### config.mk
export PLATFORM = sky130hd
export DESIGN_NAME = e2h_queue
export DESIGN_NICKNAME = d
export VERILOG_FILES = /design/src/rtl/e2h_pkg.sv /design/src/rtl/e2h_queue.sv
export SDC_FILE = /design/constraint.sdc
export NUM_CORES = 1
export LEC_CHECK = 0
export BUFFER_PORTS_ARGS = -buffer_cell sky130_fd_sc_hd__buf_2
export CAP_MARGIN = 25
export CORE_MARGIN = 1
export CORE_UTILIZATION = 40
export DETAILED_ROUTE_END_ITERATION = 6
export PLACE_DENSITY_LB_ADDON = 0.15
export REMOVE_ABC_BUFFERS = 1
export SLEW_MARGIN = 20
export SYNTH_ARGS = -nofsm -noshare
export SYNTH_HDL_FRONTEND = slang
export SYNTH_SLANG_ARGS = --single-unit
### constraint.sdc
create_clock -name clk -period 8.8 [get_ports clk]
set_clock_uncertainty 0.15 [all_clocks]
set_input_delay 0.44 -clock clk [delete_from_list [all_inputs] [get_ports clk]]
set_output_delay 0.44 -clock clk [all_outputs]
set_load 0.05 [all_outputs]
### src/rtl/e2h_pkg.sv
// ----------------------------------------------------------------------------
// e2h_pkg
// Shared types, constants and tables of the Euler-to-transform block.
// ----------------------------------------------------------------------------
package e2h_pkg;

	localparam int FRAC_BITS    = 16;
	localparam int CORDIC_STEPS = 20;
	localparam int DATA_W       = 32;

	// angle reduction
	localparam longint FULL_DEG    = longint'(360) << FRAC_BITS;
	localparam longint HALF_DEG    = longint'(180) << FRAC_BITS;
	localparam longint QUARTER_DEG = longint'(90) << FRAC_BITS;
	localparam int     RW          = FRAC_BITS + 9;
	localparam int     MAG_W       = FRAC_BITS + 7;

	// whole degrees modulo 360: offset to positive, then reciprocal multiply
	localparam int     H_W    = DATA_W - FRAC_BITS;
	localparam int     N_W    = H_W + 1;
	localparam longint H_OFF  = 360 * ((longint'(1) << (H_W - 1)) / 360 + 1);
	localparam int     S360   = N_W + 9;
	localparam longint M360   = ((longint'(1) << S360) + 359) / 360;
	localparam int     Q360_W = N_W - 8;

	// degree to radian: (mag * pi) / (45 << (FRAC_BITS + 2))
	localparam logic [31:0] PI_Q30    = 32'hC90FDAA2;
	localparam int          DIV_SHIFT = FRAC_BITS + 2;
	localparam int          V_W       = MAG_W + 32 - DIV_SHIFT;

	// divide by 45 in two halves, each by reciprocal multiply
	localparam int     VL_W = 18;
	localparam int     VH_W = V_W - VL_W;
	localparam int     QH_W = VH_W - 5;
	localparam int     SH45 = VH_W + 6;
	localparam longint MH45 = ((longint'(1) << SH45) + 44) / 45;
	localparam int     SL45 = VL_W + 12;
	localparam longint ML45 = ((longint'(1) << SL45) + 44) / 45;

	// CORDIC
	localparam int                CW       = 34;
	localparam logic signed [CW-1:0] CORDIC_K = 34'sh026DD3B6A;
	localparam int                ROT_STEPS = (CORDIC_STEPS < 31) ? CORDIC_STEPS : 31;
	localparam int                MUL_STEPS = 14;

	localparam logic [1:0]  LAST_ROW = 2'd3;
	localparam logic [31:0] ONE_OUT  = 32'(longint'(1) << FRAC_BITS);

	typedef struct packed {
		logic signed [31:0] roll_deg;
		logic signed [31:0] pitch_deg;
		logic signed [31:0] yaw_deg;
		logic signed [31:0] translation_x;
		logic signed [31:0] translation_y;
		logic signed [31:0] translation_z;
	} pose_t;

	typedef struct packed {
		logic [1:0]         row_index;
		logic signed [31:0] col0;
		logic signed [31:0] col1;
		logic signed [31:0] col2;
		logic signed [31:0] col3;
		logic               last_row;
	} row_t;

	// one reduced pose, passed from front to back
	typedef struct packed {
		logic signed [31:0] z_roll;
		logic signed [31:0] z_pitch;
		logic signed [31:0] z_yaw;
		logic [2:0]         negc;
		logic signed [31:0] tx;
		logic signed [31:0] ty;
		logic signed [31:0] tz;
	} job_t;

	typedef struct packed {
		logic idle;
		logic done;
	} lane_stat_t;

	typedef enum logic [3:0] {
		A_IDLE, A_QUO, A_REM, A_FOLD, A_MUL, A_DIVH, A_REMH, A_DIVL, A_DONE
	} ang_state_t;

	typedef enum logic [1:0] {
		B_IDLE, B_ROT, B_MUL, B_EMIT
	} back_state_t;

	// truncated Q30 arctangent table
	function automatic logic [29:0] atan_q30(input logic [4:0] i);
		logic [29:0] v;
		case (i)
			5'd0:  v = 30'h3243F6A8;
			5'd1:  v = 30'h1DAC6705;
			5'd2:  v = 30'h0FADBAFC;
			5'd3:  v = 30'h07F56EA6;
			5'd4:  v = 30'h03FEAB76;
			5'd5:  v = 30'h01FFD55B;
			5'd6:  v = 30'h00FFFAAA;
			5'd7:  v = 30'h007FFF55;
			5'd8:  v = 30'h003FFFEA;
			5'd9:  v = 30'h001FFFFD;
			5'd10: v = 30'h000FFFFF;
			5'd11: v = 30'h0007FFFF;
			5'd12: v = 30'h0003FFFF;
			5'd13: v = 30'h0001FFFF;
			5'd14: v = 30'h0000FFFF;
			5'd15: v = 30'h00007FFF;
			5'd16: v = 30'h00003FFF;
			5'd17: v = 30'h00001FFF;
			5'd18: v = 30'h00000FFF;
			5'd19: v = 30'h000007FF;
			5'd20: v = 30'h000003FF;
			5'd21: v = 30'h000001FF;
			5'd22: v = 30'h000000FF;
			5'd23: v = 30'h0000007F;
			5'd24: v = 30'h0000003F;
			5'd25: v = 30'h0000001F;
			5'd26: v = 30'h0000000F;
			5'd27: v = 30'h00000008;
			5'd28: v = 30'h00000004;
			5'd29: v = 30'h00000002;
			5'd30: v = 30'h00000001;
			default: v = 30'h0;
		endcase
		return v;
	endfunction

endpackage

### src/rtl/e2h_queue.sv
// ----------------------------------------------------------------------------
// e2h_queue
// Two-entry queue of reduced poses between front and back end.
// ----------------------------------------------------------------------------
module e2h_queue (
	input  logic          clk,
	input  logic          arst_n,
	input  e2h_pkg::job_t push_data,
	input  logic          push_valid,
	output logic          push_ready,
	output e2h_pkg::job_t pop_data,
	output logic          pop_valid,
	input  logic          pop_ready
);
	import e2h_pkg::*;

	job_t       mem_q [2];
	logic       wr_q, rd_q;
	logic [1:0] cnt_q;
	logic       do_push, do_pop;

	assign push_ready = (cnt_q != 2'd2);
	assign pop_valid  = (cnt_q != 2'd0);
	assign do_push    = push_valid && push_ready;
	assign do_pop     = pop_valid && pop_ready;
	assign pop_data   = mem_q[rd_q];

	// pointers and fill level
	always_ff @(posedge clk or negedge arst_n) begin
		if (!arst_n) begin
			wr_q  <= 1'b0;
			rd_q  <= 1'b0;
			cnt_q <= '0;
		end else begin
			if (do_push) wr_q <= !wr_q;
			if (do_pop) rd_q <= !rd_q;
			cnt_q <= cnt_q + 2'(do_push) - 2'(do_pop);
		end
	end

	always_ff @(posedge clk) begin
		if (do_push) mem_q[wr_q] <= push_data;
	end

endmodule

==> key figures, run 1 <==
Worst setup path
  – Crit path max-delay family: buffers and inverters
  – Critical path fanouts, max: 44
  – Depth of the most critical reg-to-reg path: 4
  – CP peak stage delay: between 0.7 and 0.8 ns
  – WP data required: 8.21 ns
  – Crit path max-delay cell type: dfrtp_4
  – Worst path buffer plus inverter count: 3
  – FF-to-FF End: mem_q[1][68]
  – Total number of cells along the worst setup path: 4
  – Cells along the critical path: buf_16 > buf_4 > mux2_2 > buf_2
  – Worst R2R Start: cnt_q[0]
  – Critical Path End: pop_data[186]
  – Startpoint Class: flop
  – Worst-case register-to-register setup slack: approximately 5.6 ns
  – Setup Crit Path Kind: reg -> out
  – Worst endpoint data arrival time: about 2.9 ns
  – Launch point of the worst path: rd_q
  – Kind of capture point of the worst setup path: output pin

Yosys
  – XOR/XNOR Fraction of Synth Area: 0.00177
  – Share of the synthesized area in compound gates (AO/OA/AOI/OAI): 0.00160
  – Synthesized area divided by synthesized cell count: approximately 24 um^2
  – Mux cell area share after synthesis: 0.183
  – Main combinational cell family by area after synthesis: multiplexers
  – Synth warnings: 0
  – Number of register bits inferred by synthesis: slightly below 400
  – Unique masters post-synth: 19
  – Adder-cell area share of the yosys netlist: 0.000841
  – Post-synthesis sequential area ratio: 0.794
  – Cells after synthesis: 629
  – Simple-gate share of the synthesized area: 0.00395
  – Total standard cell area after synthesis: between 10000 and 15000 um^2

Detailed routing
  – Drt drc: 0
  – Initial DRT Pass Iterations: 4
  – Via density: 4.58
  – Detailed-route wire length: around 32 mm
  – Average routed wire per standard cell: ~18 um
  – Antenna violation net count after detailed routing: 0
  – Via count of the routed design: between 8000 and 9000
  – Initial DRC count: 296

Clock tree
  – Max Buffers Root-to-Sink: 3
  – Clk sinks: 394
  – Buffer type at the clock tree root: clkbuf_16
  – Clock-pin slew on the worst setup and hold paths: about 0.050 ns
  – Worst-skew pair later-pin latency: 0.55 ns
  – Resized cells post-CTS: 0
  – Post-CTS setup buffers: 0
  – Clock buffers created by TritonCTS: between 40 and 50
  – # hold bufs at CTS: 197
  – # H-tree levels: 2
  – TritonCTS clock tree: done

Die
  – Number of top-level pins: between 300 and 400
  – Number of core rows: 70
  – Core box area: about 37000 um^2
  – Initial standard-cell utilization of the core: 0.406
  – Die width: 195 um
  – Die boundary height: about 190 um
  – Area of the die: 38000 um^2

Run status
  – Result of the run: finished, final reports clean

Placement
  – GPL Wtd Cong: 0.725
  – Cell area reported after detailed placement: approximately 17000 um^2
  – Count of input and output buffers: 395
  – Half-perimeter wire length after placement: 19.7 mm
  – Post-Place Cells: between 1000 and 1500

Power
  – Power per cell area: approximately 370 nW/um^2
  – Reported leakage power: slightly above 0.008 uW
  – Worst VDD drop: around 0.26 mV

GRT
  – Grt ovf: 0
  – Global-route usage over all layers: 0.167
  – Maximum number of pins on one net before global-route repair: 67
  – Vias in the first global route: between 8000 and 9000
  – First-pass GRT wire length: slightly below 50 mm
  – Antenna violations before repair: 1

STA
  – Peak clock frequency supported by timing: around 290 MHz
  – Tcrit/Tclk final: 0.398
  – Setup repair after global routing missed its margin: no
  – Final count of negative-setup-slack endpoints: 0
  – Final Slew Violations: 0
  – Shortest clock period the worst path allows after layout: between 3 and 4 ns
  – Worst hold slack after final layout: a little under 0.09 ns
  – Worst relative slew slack: 0.323
  – Least-Margin Pin Slew: 1.02 ns
  – Fin. Hold Viols: 0

Final layout
  – Area growth from synthesis to layout: 39.0%
  – Number of fillers in the final layout: between 2000 and 3000
  – Final Net Count: approximately 1500
  – Count of antenna diodes in the layout: 0
  – Post-layout instance count excluding filler cells: between 1500 and 2000
  – Layout Cell Area excl Fill: roughly 21000 um^2
  – Fraction of layout instances using a drive strength above 1: 0.517

Min path
  – Type of the tightest min-delay check: in -> async

Flow run
  – Max-capacitance violation count: 0
[kinds of logic after synthesis]
family	after synthesis
AND/OR/NAND/NOR	11
buffers and inverters	22
AO/OA/AOI/OAI	3
multiplexers	195
adder cells (fa/ha/maj)	1
XOR/XNOR	3
flip-flops	394
[how the worst min path moves through the flow]
stage / startpoint / to / slack [ns]
6_report: arst_n / cnt_q[0] / 0.09
5_1_grt: arst_n / cnt_q[0] / 0.07
4_1_cts: arst_n / cnt_q[0] / 0.05
3_5_place_dp: arst_n / wr_q / 0.11
3_3_place_gp: arst_n / wr_q / 0.10
2_1_floorplan: arst_n / cnt_q[0] / -0.006
[sequential cells by signal, summed over array words and instances (netlist names)]
signal and cells:
mem_q 390, cnt_q 2, wr_q 1, rd_q 1
[through the flow]
| stage | power (uW) | setup TNS [ns] | util | setup slack [ns] |
|---|---|---|---|---|
| 2_1_floorplan | 5630 | -241.16 | - | -1.24 |
| 6_report | 7720 | 0 | 0.565 | 5.29 |
| 4_1_cts | 7810 | 0 | 0.564 | 5.17 |
| 3_3_place_gp | 5970 | 0 | 0.473 | 5.22 |
| 5_1_grt | 8020 | 0 | 0.565 | 5.13 |
| 3_5_place_dp | 5990 | 0 | 0.473 | 5.23 |
[cells in the mapped netlist (all sizes together)]
cell    instances  area (um^2)
edfxtp        390        11700
mux2          195         2720
buf            22          216
dfrtp           4          100
nor2            3         11.3
xnor2           3         26.3
nand2           2         7.51
a311oi          1         8.76
and3            1         6.26
ha              1         12.5
nand2b          1         6.26
nand3           1         5.00
nor2b           1         6.26
nor4bb          1         10.0
o21ai           1         5.00
o21ba           1         10.0
or2             1         6.26
[power breakdown]
part | total, uW | leakage (uW) | switching, uW | internal (uW)
Clock | 1730 | 0.000669 | 708 | 1020
Sequential | 2690 | 0.00367 | 125 | 2570
Combinational | 3300 | 0.00385 | 2280 | 1020
[placed cells by master, fill, tap and decap left out, types with 9 or more instances in the layout]
| cell type | netlist | layout |
|---|---|---|
| buf_2 | 5 | 395 |
| edfxtp_1 | 390 | 390 |
| dlygate4sd3_1 | 0 | 197 |
| mux2_4 | 140 | 140 |
| mux2_2 | 55 | 55 |
| clkbuf_16 | 0 | 45 |
| clkbuf_1 | 0 | 9 |
| clkinv_2 | 0 | 9 |
| clkinv_1 | 0 | 9 |
| buf_4 | 0 | 9 |
[final cells by class]
cell class / instances / area [um^2] / share of cell area
multi-input combinational: 213 / 2860 / 0.138
clock inverter: 24 / 195 / 0.00944
tap: 468 / 586 / 0.0283
clock buffer: 54 / 1160 / 0.0561
sequential: 394 / 11800 / 0.571
timing repair buffer: 603 / 4060 / 0.197
[per-layer routing]
metal  part of all wire  GRT usage  wire (um)
met2               0.50      0.282      16000
met3              0.072     0.0541       2300
met4              0.027     0.0656        856
met1               0.40      0.197      12800
met5            0.00044          0         14
No activity file was read; power rests on OpenSTA's default activity.
==> run 2: changes to the inputs <==
==> constraint.sdc (replaced) <==
create_clock -name clk -period 3.4 [get_ports clk]
set_clock_uncertainty 0.15 [all_clocks]
set_input_delay 0.17 -clock clk [delete_from_list [all_inputs] [get_ports clk]]
set_output_delay 0.17 -clock clk [all_outputs]
set_load 0.05 [all_outputs]
==> run 2 against run 1 <==
Compared with the run above:
- setup slack worse by 4.6 ns
- die area unchanged
- design area decreased by 0.15%
- largest power group unchanged
==> key figures, run 2 (synthesis results as in run 1) <==
Worst setup path
  – Worst endpoint data arrival time: 2.37 ns
  – Depth of the most critical reg-to-reg path: 3
  – FF-to-FF End: mem_q[1][152]
  – Setup Crit Path Kind: reg -> out
  – Crit path max-delay cell type: dfrtp_4
  – Worst R2R Start: cnt_q[0]
  – WP data required: slightly above 3 ns
  – Startpoint Class: flop
  – Critical path fanouts, max: 49
  – Cells along the critical path: buf_12 > mux2_2 > buf_2
  – CP peak stage delay: 0.78 ns
  – Kind of capture point of the worst setup path: output pin
  – Worst-case register-to-register setup slack: around 1.3 ns

Placement
  – Post-Place Cells: around 1500
  – Cell area reported after detailed placement: approximately 17000 um^2
  – Half-perimeter wire length after placement: about 20 mm
  – GPL Wtd Cong: between 0.7 and 0.8
  – Worst-case setup slack after placement: between 1 and 1.5 ns
  – Count of input and output buffers: ~400

Power
  – Part of the total power dissipated in sequential elements: 0.356
  – Worst VDD drop: 0.650 mV
  – Int Pwr: around 12000 uW
  – Reported leakage power: between 0.008 and 0.009 uW
  – Power per cell area: roughly 950 nW/um^2
  – Combinational cell fraction of total power: 0.436
  – NetSw: around 8000 uW
  – Net Sw Frac: 0.407
  – Relative contribution of the clock network to total power: 0.208

Final layout
  – Most frequent cells in the layout: buf_2, edfxtp_1, dlygate4sd3_1, mux2_4, mux2_2
  – Final Net Count: approximately 1500
  – Post-layout instance count excluding filler cells: 1761
  – Area growth from synthesis to layout: 38.8%
  – Max FFs per register: 390
  – Top reg by flops: mem_q
  – Layout Cell Area excl Fill: about 21000 um^2
  – Top flop regs: mem_q: 390 flops, cnt_q: 2 flops
  – Most common library cell in the layout ignoring fill and taps: buf_2
  – Number of fillers in the final layout: roughly 2900
  – Fraction of layout instances using a drive strength above 1: 0.518

Clock tree
  – Clock buffers created by TritonCTS: 42
  – # hold bufs at CTS: between 150 and 200
  – Worst-skew pair later-pin latency: ~0.53 ns
  – Post-CTS setup buffers: 0
  – TritonCTS clock tree: done
  – # H-tree levels: 2
  – Clock-pin slew on the worst setup and hold paths: approximately 0.060 ns
  – Buffer type at the clock tree root: clkbuf_16
  – Resized cells post-CTS: 0
  – Clk sinks: slightly below 400
  – Max Buffers Root-to-Sink: 3

Detailed routing
  – WL met3: approximately 2.3 mm
  – Initial DRC count: 303
  – Highest metal used: met4
  – Drt drc: 0
  – Routed met2 length: approximately 15 mm
  – Detailed-route wire length: approximately 32 mm
  – DRT met1 WL: roughly 13 mm
  – Via density: ~4.6
  – Via count of the routed design: approximately 8100
  – Antenna violation net count after detailed routing: 0
  – Initial DRT Pass Iterations: 4
  – Average routed wire per standard cell: roughly 18 um

STA
  – Tcrit/Tclk final: 0.791
  – Worst hold slack after final layout: slightly above 0.2 ns
  – Setup repair after global routing missed its margin: no
  – Least-Margin Pin Slew: between 0.5 and 0.6 ns
  – Final count of negative-setup-slack endpoints: 0
  – Fin. Hold Viols: 0
  – Shortest clock period the worst path allows after layout: ~2.7 ns
  – Setup_tns: 0 ns
  – Worst relative slew slack: 0.637
  – Final worst-path setup slack: about 0.71 ns
  – Peak clock frequency supported by timing: ~370 MHz
  – Final Slew Violations: 0

Min path
  – HP Start: push_data[113]
  – Depth of the worst hold-timing path: 2
  – Hold worst-path end: mem_q[1][113]
  – Type of the tightest min-delay check: in -> reg

Die
  – Die width: a little under 200 um
  – Area of the die: 38000 um^2
  – Die boundary height: 195 um
  – Number of top-level pins: 396
  – Initial standard-cell utilization of the core: 0.406
  – Number of core rows: 70
  – Core box area: 36600 um^2

Run status
  – Result of the run: finished, final reports clean

Flow run
  – Max-capacitance violation count: 0

GRT
  – Antenna violations before repair: 4
  – Maximum number of pins on one net before global-route repair: 84
  – First-pass GRT wire length: 47.6 mm
  – Global-route usage over all layers: 0.164
  – Vias in the first global route: 8591
  – Grt ovf: 0
-- run 2: cell types whose count changed in the layout (fill, tap and decap cells not counted), sizes merged --
| cell | before | now |
|---|---|---|
| buf | 406 | 411 |
| bufinv | 3 | 0 |
| clkinv | 21 | 18 |
| inv | 0 | 2 |
| clkinvlp | 0 | 1 |
| dlygate4sd3 | 197 | 199 |
| clkbuf | 54 | 52 |
| diode | 0 | 3 |
-- run 2: worst max-delay path, delay by kind of cell (launching register included) --
| family | cells | cell delay, ns |
|---|---|---|
| buf+inv | 2 | 0.60 |
| mux | 1 | 0.39 |
| flops | 1 | 0.78 |
-- run 2: layout make-up --
type,count,area [um^2],share of cell area
Sequential cell,394,11800,0.572
Timing Repair Buffer,610,4160,0.202
Multi-Input combinational cell,213,2860,0.138
Clock buffer,52,1110,0.0538
Tap cell,468,586,0.0284
Clock inverter,21,106,0.00515
Antenna cell,3,7.51,0.000364
-- run 2: stage by stage --
step / power (uW) / util
finish: 19600 / 0.564
global route: 20400 / 0.564
CTS: 19900 / 0.564
detailed placement: 15600 / 0.476
global placement: 15500 / 0.476
floorplan: 12100 / -
-- run 2: per-layer routing --
metal,vias to the layer above,GRT usage
met5,-,0
met4,0,0.0709
met3,68,0.0503
met2,281,0.267
met1,3972,0.204
li1,3795,-
-- run 2: power by group through the flow --
stage	Combinational (uW)	Sequential, uW	Clock [uW]
after floorplan	4790	7260	0
after CTS	8670	7000	4220
after global routing	8920	7080	4390
after global placement	8460	7060	0
after detailed placement	8460	7100	0
final	8560	6980	4080
-- run 2: worst max-delay path by stage --
stage,start,endpoint,slack (ns)
floorplan,cnt_q[0],mem_q[0][0],-6.64
global placement,rd_q,pop_data[16],1.23
detailed placement,rd_q,pop_data[11],1.22
CTS,rd_q,pop_data[11],0.63
global route,rd_q,pop_data[11],0.60
finish,rd_q,pop_data[192],0.71
==> run 3: changes to the inputs <==
==> constraint.sdc (replaced) <==
create_clock -name clk -period 2.7 [get_ports clk]
set_clock_uncertainty 0.15 [all_clocks]
set_input_delay 0.135 -clock clk [delete_from_list [all_inputs] [get_ports clk]]
set_output_delay 0.135 -clock clk [all_outputs]
set_load 0.05 [all_outputs]
==> run 3 against run 2 <==
Compared with the run above:
- register-to-register slack worse by 0.62 ns
- sequential power is 25% higher
- setup slack worse by 0.58 ns
- non-clock buffer count increased by 3
- combinational power grew 29%
- design area increased by 1.1%
- routed wire length is 1.3% lower
- core utilization rose by 0.60 points
- clock power increased by 36%
- sequential share of layout area down 0.60 points
- critical endpoint is now pop_data[8]
- largest cell class unchanged
==> key figures, run 3 (synthesis results as in run 1) <==
Placement
  – Count of input and output buffers: 395
  – Half-perimeter wire length after placement: between 15 and 20 mm
  – GPL Wtd Cong: 0.753

Clock tree
  – Resized cells post-CTS: 0
  – Buffer type at the clock tree root: clkbuf_16
  – Clk sinks: between 300 and 400
  – Post-CTS setup buffers: 0
  – Worst-skew pair later-pin latency: around 0.54 ns
  – TritonCTS clock tree: done
  – # H-tree levels: 2
  – Clock buffers created by TritonCTS: between 40 and 50
  – Max Buffers Root-to-Sink: 3
  – Clock-pin slew on the worst setup and hold paths: 0.06 ns
  – # hold bufs at CTS: 199

Detailed routing
  – Average routed wire per standard cell: roughly 18 um
  – Via count of the routed design: roughly 8000
  – Drt drc: 0
  – Antenna violation net count after detailed routing: 0
  – Detailed-route wire length: 31.2 mm
  – Initial DRT Pass Iterations: 7
  – Initial DRC count: slightly above 300
  – Via density: approximately 4.6

GRT
  – Global-route usage over all layers: 0.163
  – Antenna violations before repair: 2
  – Vias in the first global route: roughly 8500
  – Grt ovf: 0
  – Maximum number of pins on one net before global-route repair: 102
  – First-pass GRT wire length: 47.1 mm

Worst setup path
  – CP peak stage delay: approximately 0.65 ns
  – WP data required: 2.41 ns
  – CP most frequent cell: buf_12
  – Crit path max-delay family: buffers and inverters
  – Critical path fanouts, max: 24
  – Worst endpoint data arrival time: around 2.3 ns
  – Worst path buffer plus inverter count: 3
  – Setup Crit Path Kind: reg -> out
  – Startpoint Class: flop
  – Kind of capture point of the worst setup path: output pin
  – Crit path max-delay cell type: dfrtp_4
  – Cells along the critical path: buf_12 > buf_12 > mux2_2 > buf_2

STA
  – Least-Margin Pin Slew: about 0.68 ns
  – Tcrit/Tclk final: 0.951
  – Worst hold slack after final layout: around 0.16 ns
  – Peak clock frequency supported by timing: between 300 and 400 MHz
  – Setup repair after global routing missed its margin: no
  – Shortest clock period the worst path allows after layout: approximately 2.6 ns
  – Fin. Hold Viols: 0
  – Worst relative slew slack: 0.548
  – Final count of negative-setup-slack endpoints: 0
  – Final Slew Violations: 0

Power
  – Part of the total power dissipated in sequential elements: 0.345
  – NetSw: approximately 10000 uW
  – Power per cell area: 1210 nW/um^2
  – Tot Pwr: approximately 25000 uW
  – Relative contribution of the clock network to total power: 0.219
  – Net Sw Frac: 0.399
  – Combinational cell fraction of total power: 0.436
  – Int Pwr: ~15000 uW
  – Worst VDD drop: about 0.75 mV
  – Reported leakage power: just over 0.008 uW

Die
  – Number of top-level pins: between 300 and 400
  – Core box area: between 30000 and 40000 um^2
  – Die width: 195 um
  – Initial standard-cell utilization of the core: 0.406
  – Area of the die: 38000 um^2
  – Number of core rows: 70
  – Die boundary height: 195 um

Run status
  – Result of the run: finished, final reports clean

Final layout
  – Max FFs per register: 390
  – Area occupied by multi-input gates: ~2900 um^2
  – Number of fillers in the final layout: about 2900
  – Sequential Area: roughly 12000 um^2
  – Fraction of layout instances using a drive strength above 1: 0.520
  – Top flop regs: mem_q: 390 flops, cnt_q: 2 flops
  – Area growth from synthesis to layout: 40.3%
  – Final Net Count: between 1000 and 1500
  – Top reg by flops: mem_q
  – Most frequent cells in the layout: buf_2, edfxtp_1, dlygate4sd3_1, mux2_4, mux2_2
  – Most common library cell in the layout ignoring fill and taps: buf_2

Flow run
  – Max-capacitance violation count: 0

Min path
  – Type of the tightest min-delay check: in -> reg
[run 3: cell types whose count changed in the layout (fill, tap and decap cells not counted)]
cell and change:
buf_4 -4, clkbuf_16 +2, clkinvlp_4 -1, buf_12 +7
diode_2 -2, bufinv_16 +3, clkinv_2 -3, clkbuf_1 -1
[run 3: per-layer routing]
layer | vias up | share of wire | GRT usage
met5 | - | 0.00042 | 0
met4 | 2 | 0.029 | 0.0735
met3 | 57 | 0.072 | 0.0465
met2 | 295 | 0.49 | 0.267
met1 | 3956 | 0.41 | 0.199
li1 | 3787 | - | -
[run 3: stage by stage]
| stage | std cells | instance area [um^2] | utilization | setup slack (ns) | setup TNS, ns |
|---|---|---|---|---|---|
| 2_1_floorplan | 607 | 14700 | - | -7.34 | -3007.35 |
| 6_report | 1762 | 20900 | 0.570 | 0.131 | 0 |
| 4_1_cts | 1761 | 20900 | 0.570 | 0.0732 | 0 |
| 5_1_grt | 1762 | 20900 | 0.570 | 0.0234 | 0 |
| 3_3_place_gp | 1489 | 17500 | 0.479 | 0.691 | 0 |
| 3_5_place_dp | 1489 | 17500 | 0.479 | 0.647 | 0 |
[run 3: worst paths after layout]
path	startpoint	to	slack (ns)	depth (start not counted)
worst max-delay path	rd_q	pop_data[8]	0.13	4
worst min-delay path	push_data[28]	mem_q[0][28]	0.16	2
worst max register to register	cnt_q[0]	mem_q[1][7]	0.71	3
worst min register to register	wr_q	wr_q	0.40	1
max in group asynchronous	arst_n	rd_q	1.87	3
min in group asynchronous	arst_n	cnt_q[0]	0.34	3
[run 3: final cells by class]
type / count / area share
clock buffers: 53 / 0.0554
clock inverters: 20 / 0.00834
well taps: 468 / 0.0281
multi-input cells: 213 / 0.137
diodes: 1 / 0.000120
repair buffers: 613 / 0.205
flip-flops and latches: 394 / 0.566
[run 3: worst reg2reg max path, cell delays in order, from the launching register on]
cell	delay, ns
dfrtp_1	0.42
nand2b_1	0.17
and3_4	0.53
buf_4	0.40
[run 3: power groups by stage]
stage	sequential, uW	combinational [uW]	clock, uW
after floorplan	8800	5020	0
after detailed placement	8870	10900	0
after global routing	8860	11500	5920
after CTS	8740	11200	5720
final	8730	11000	5540
after global placement	8820	10900	0
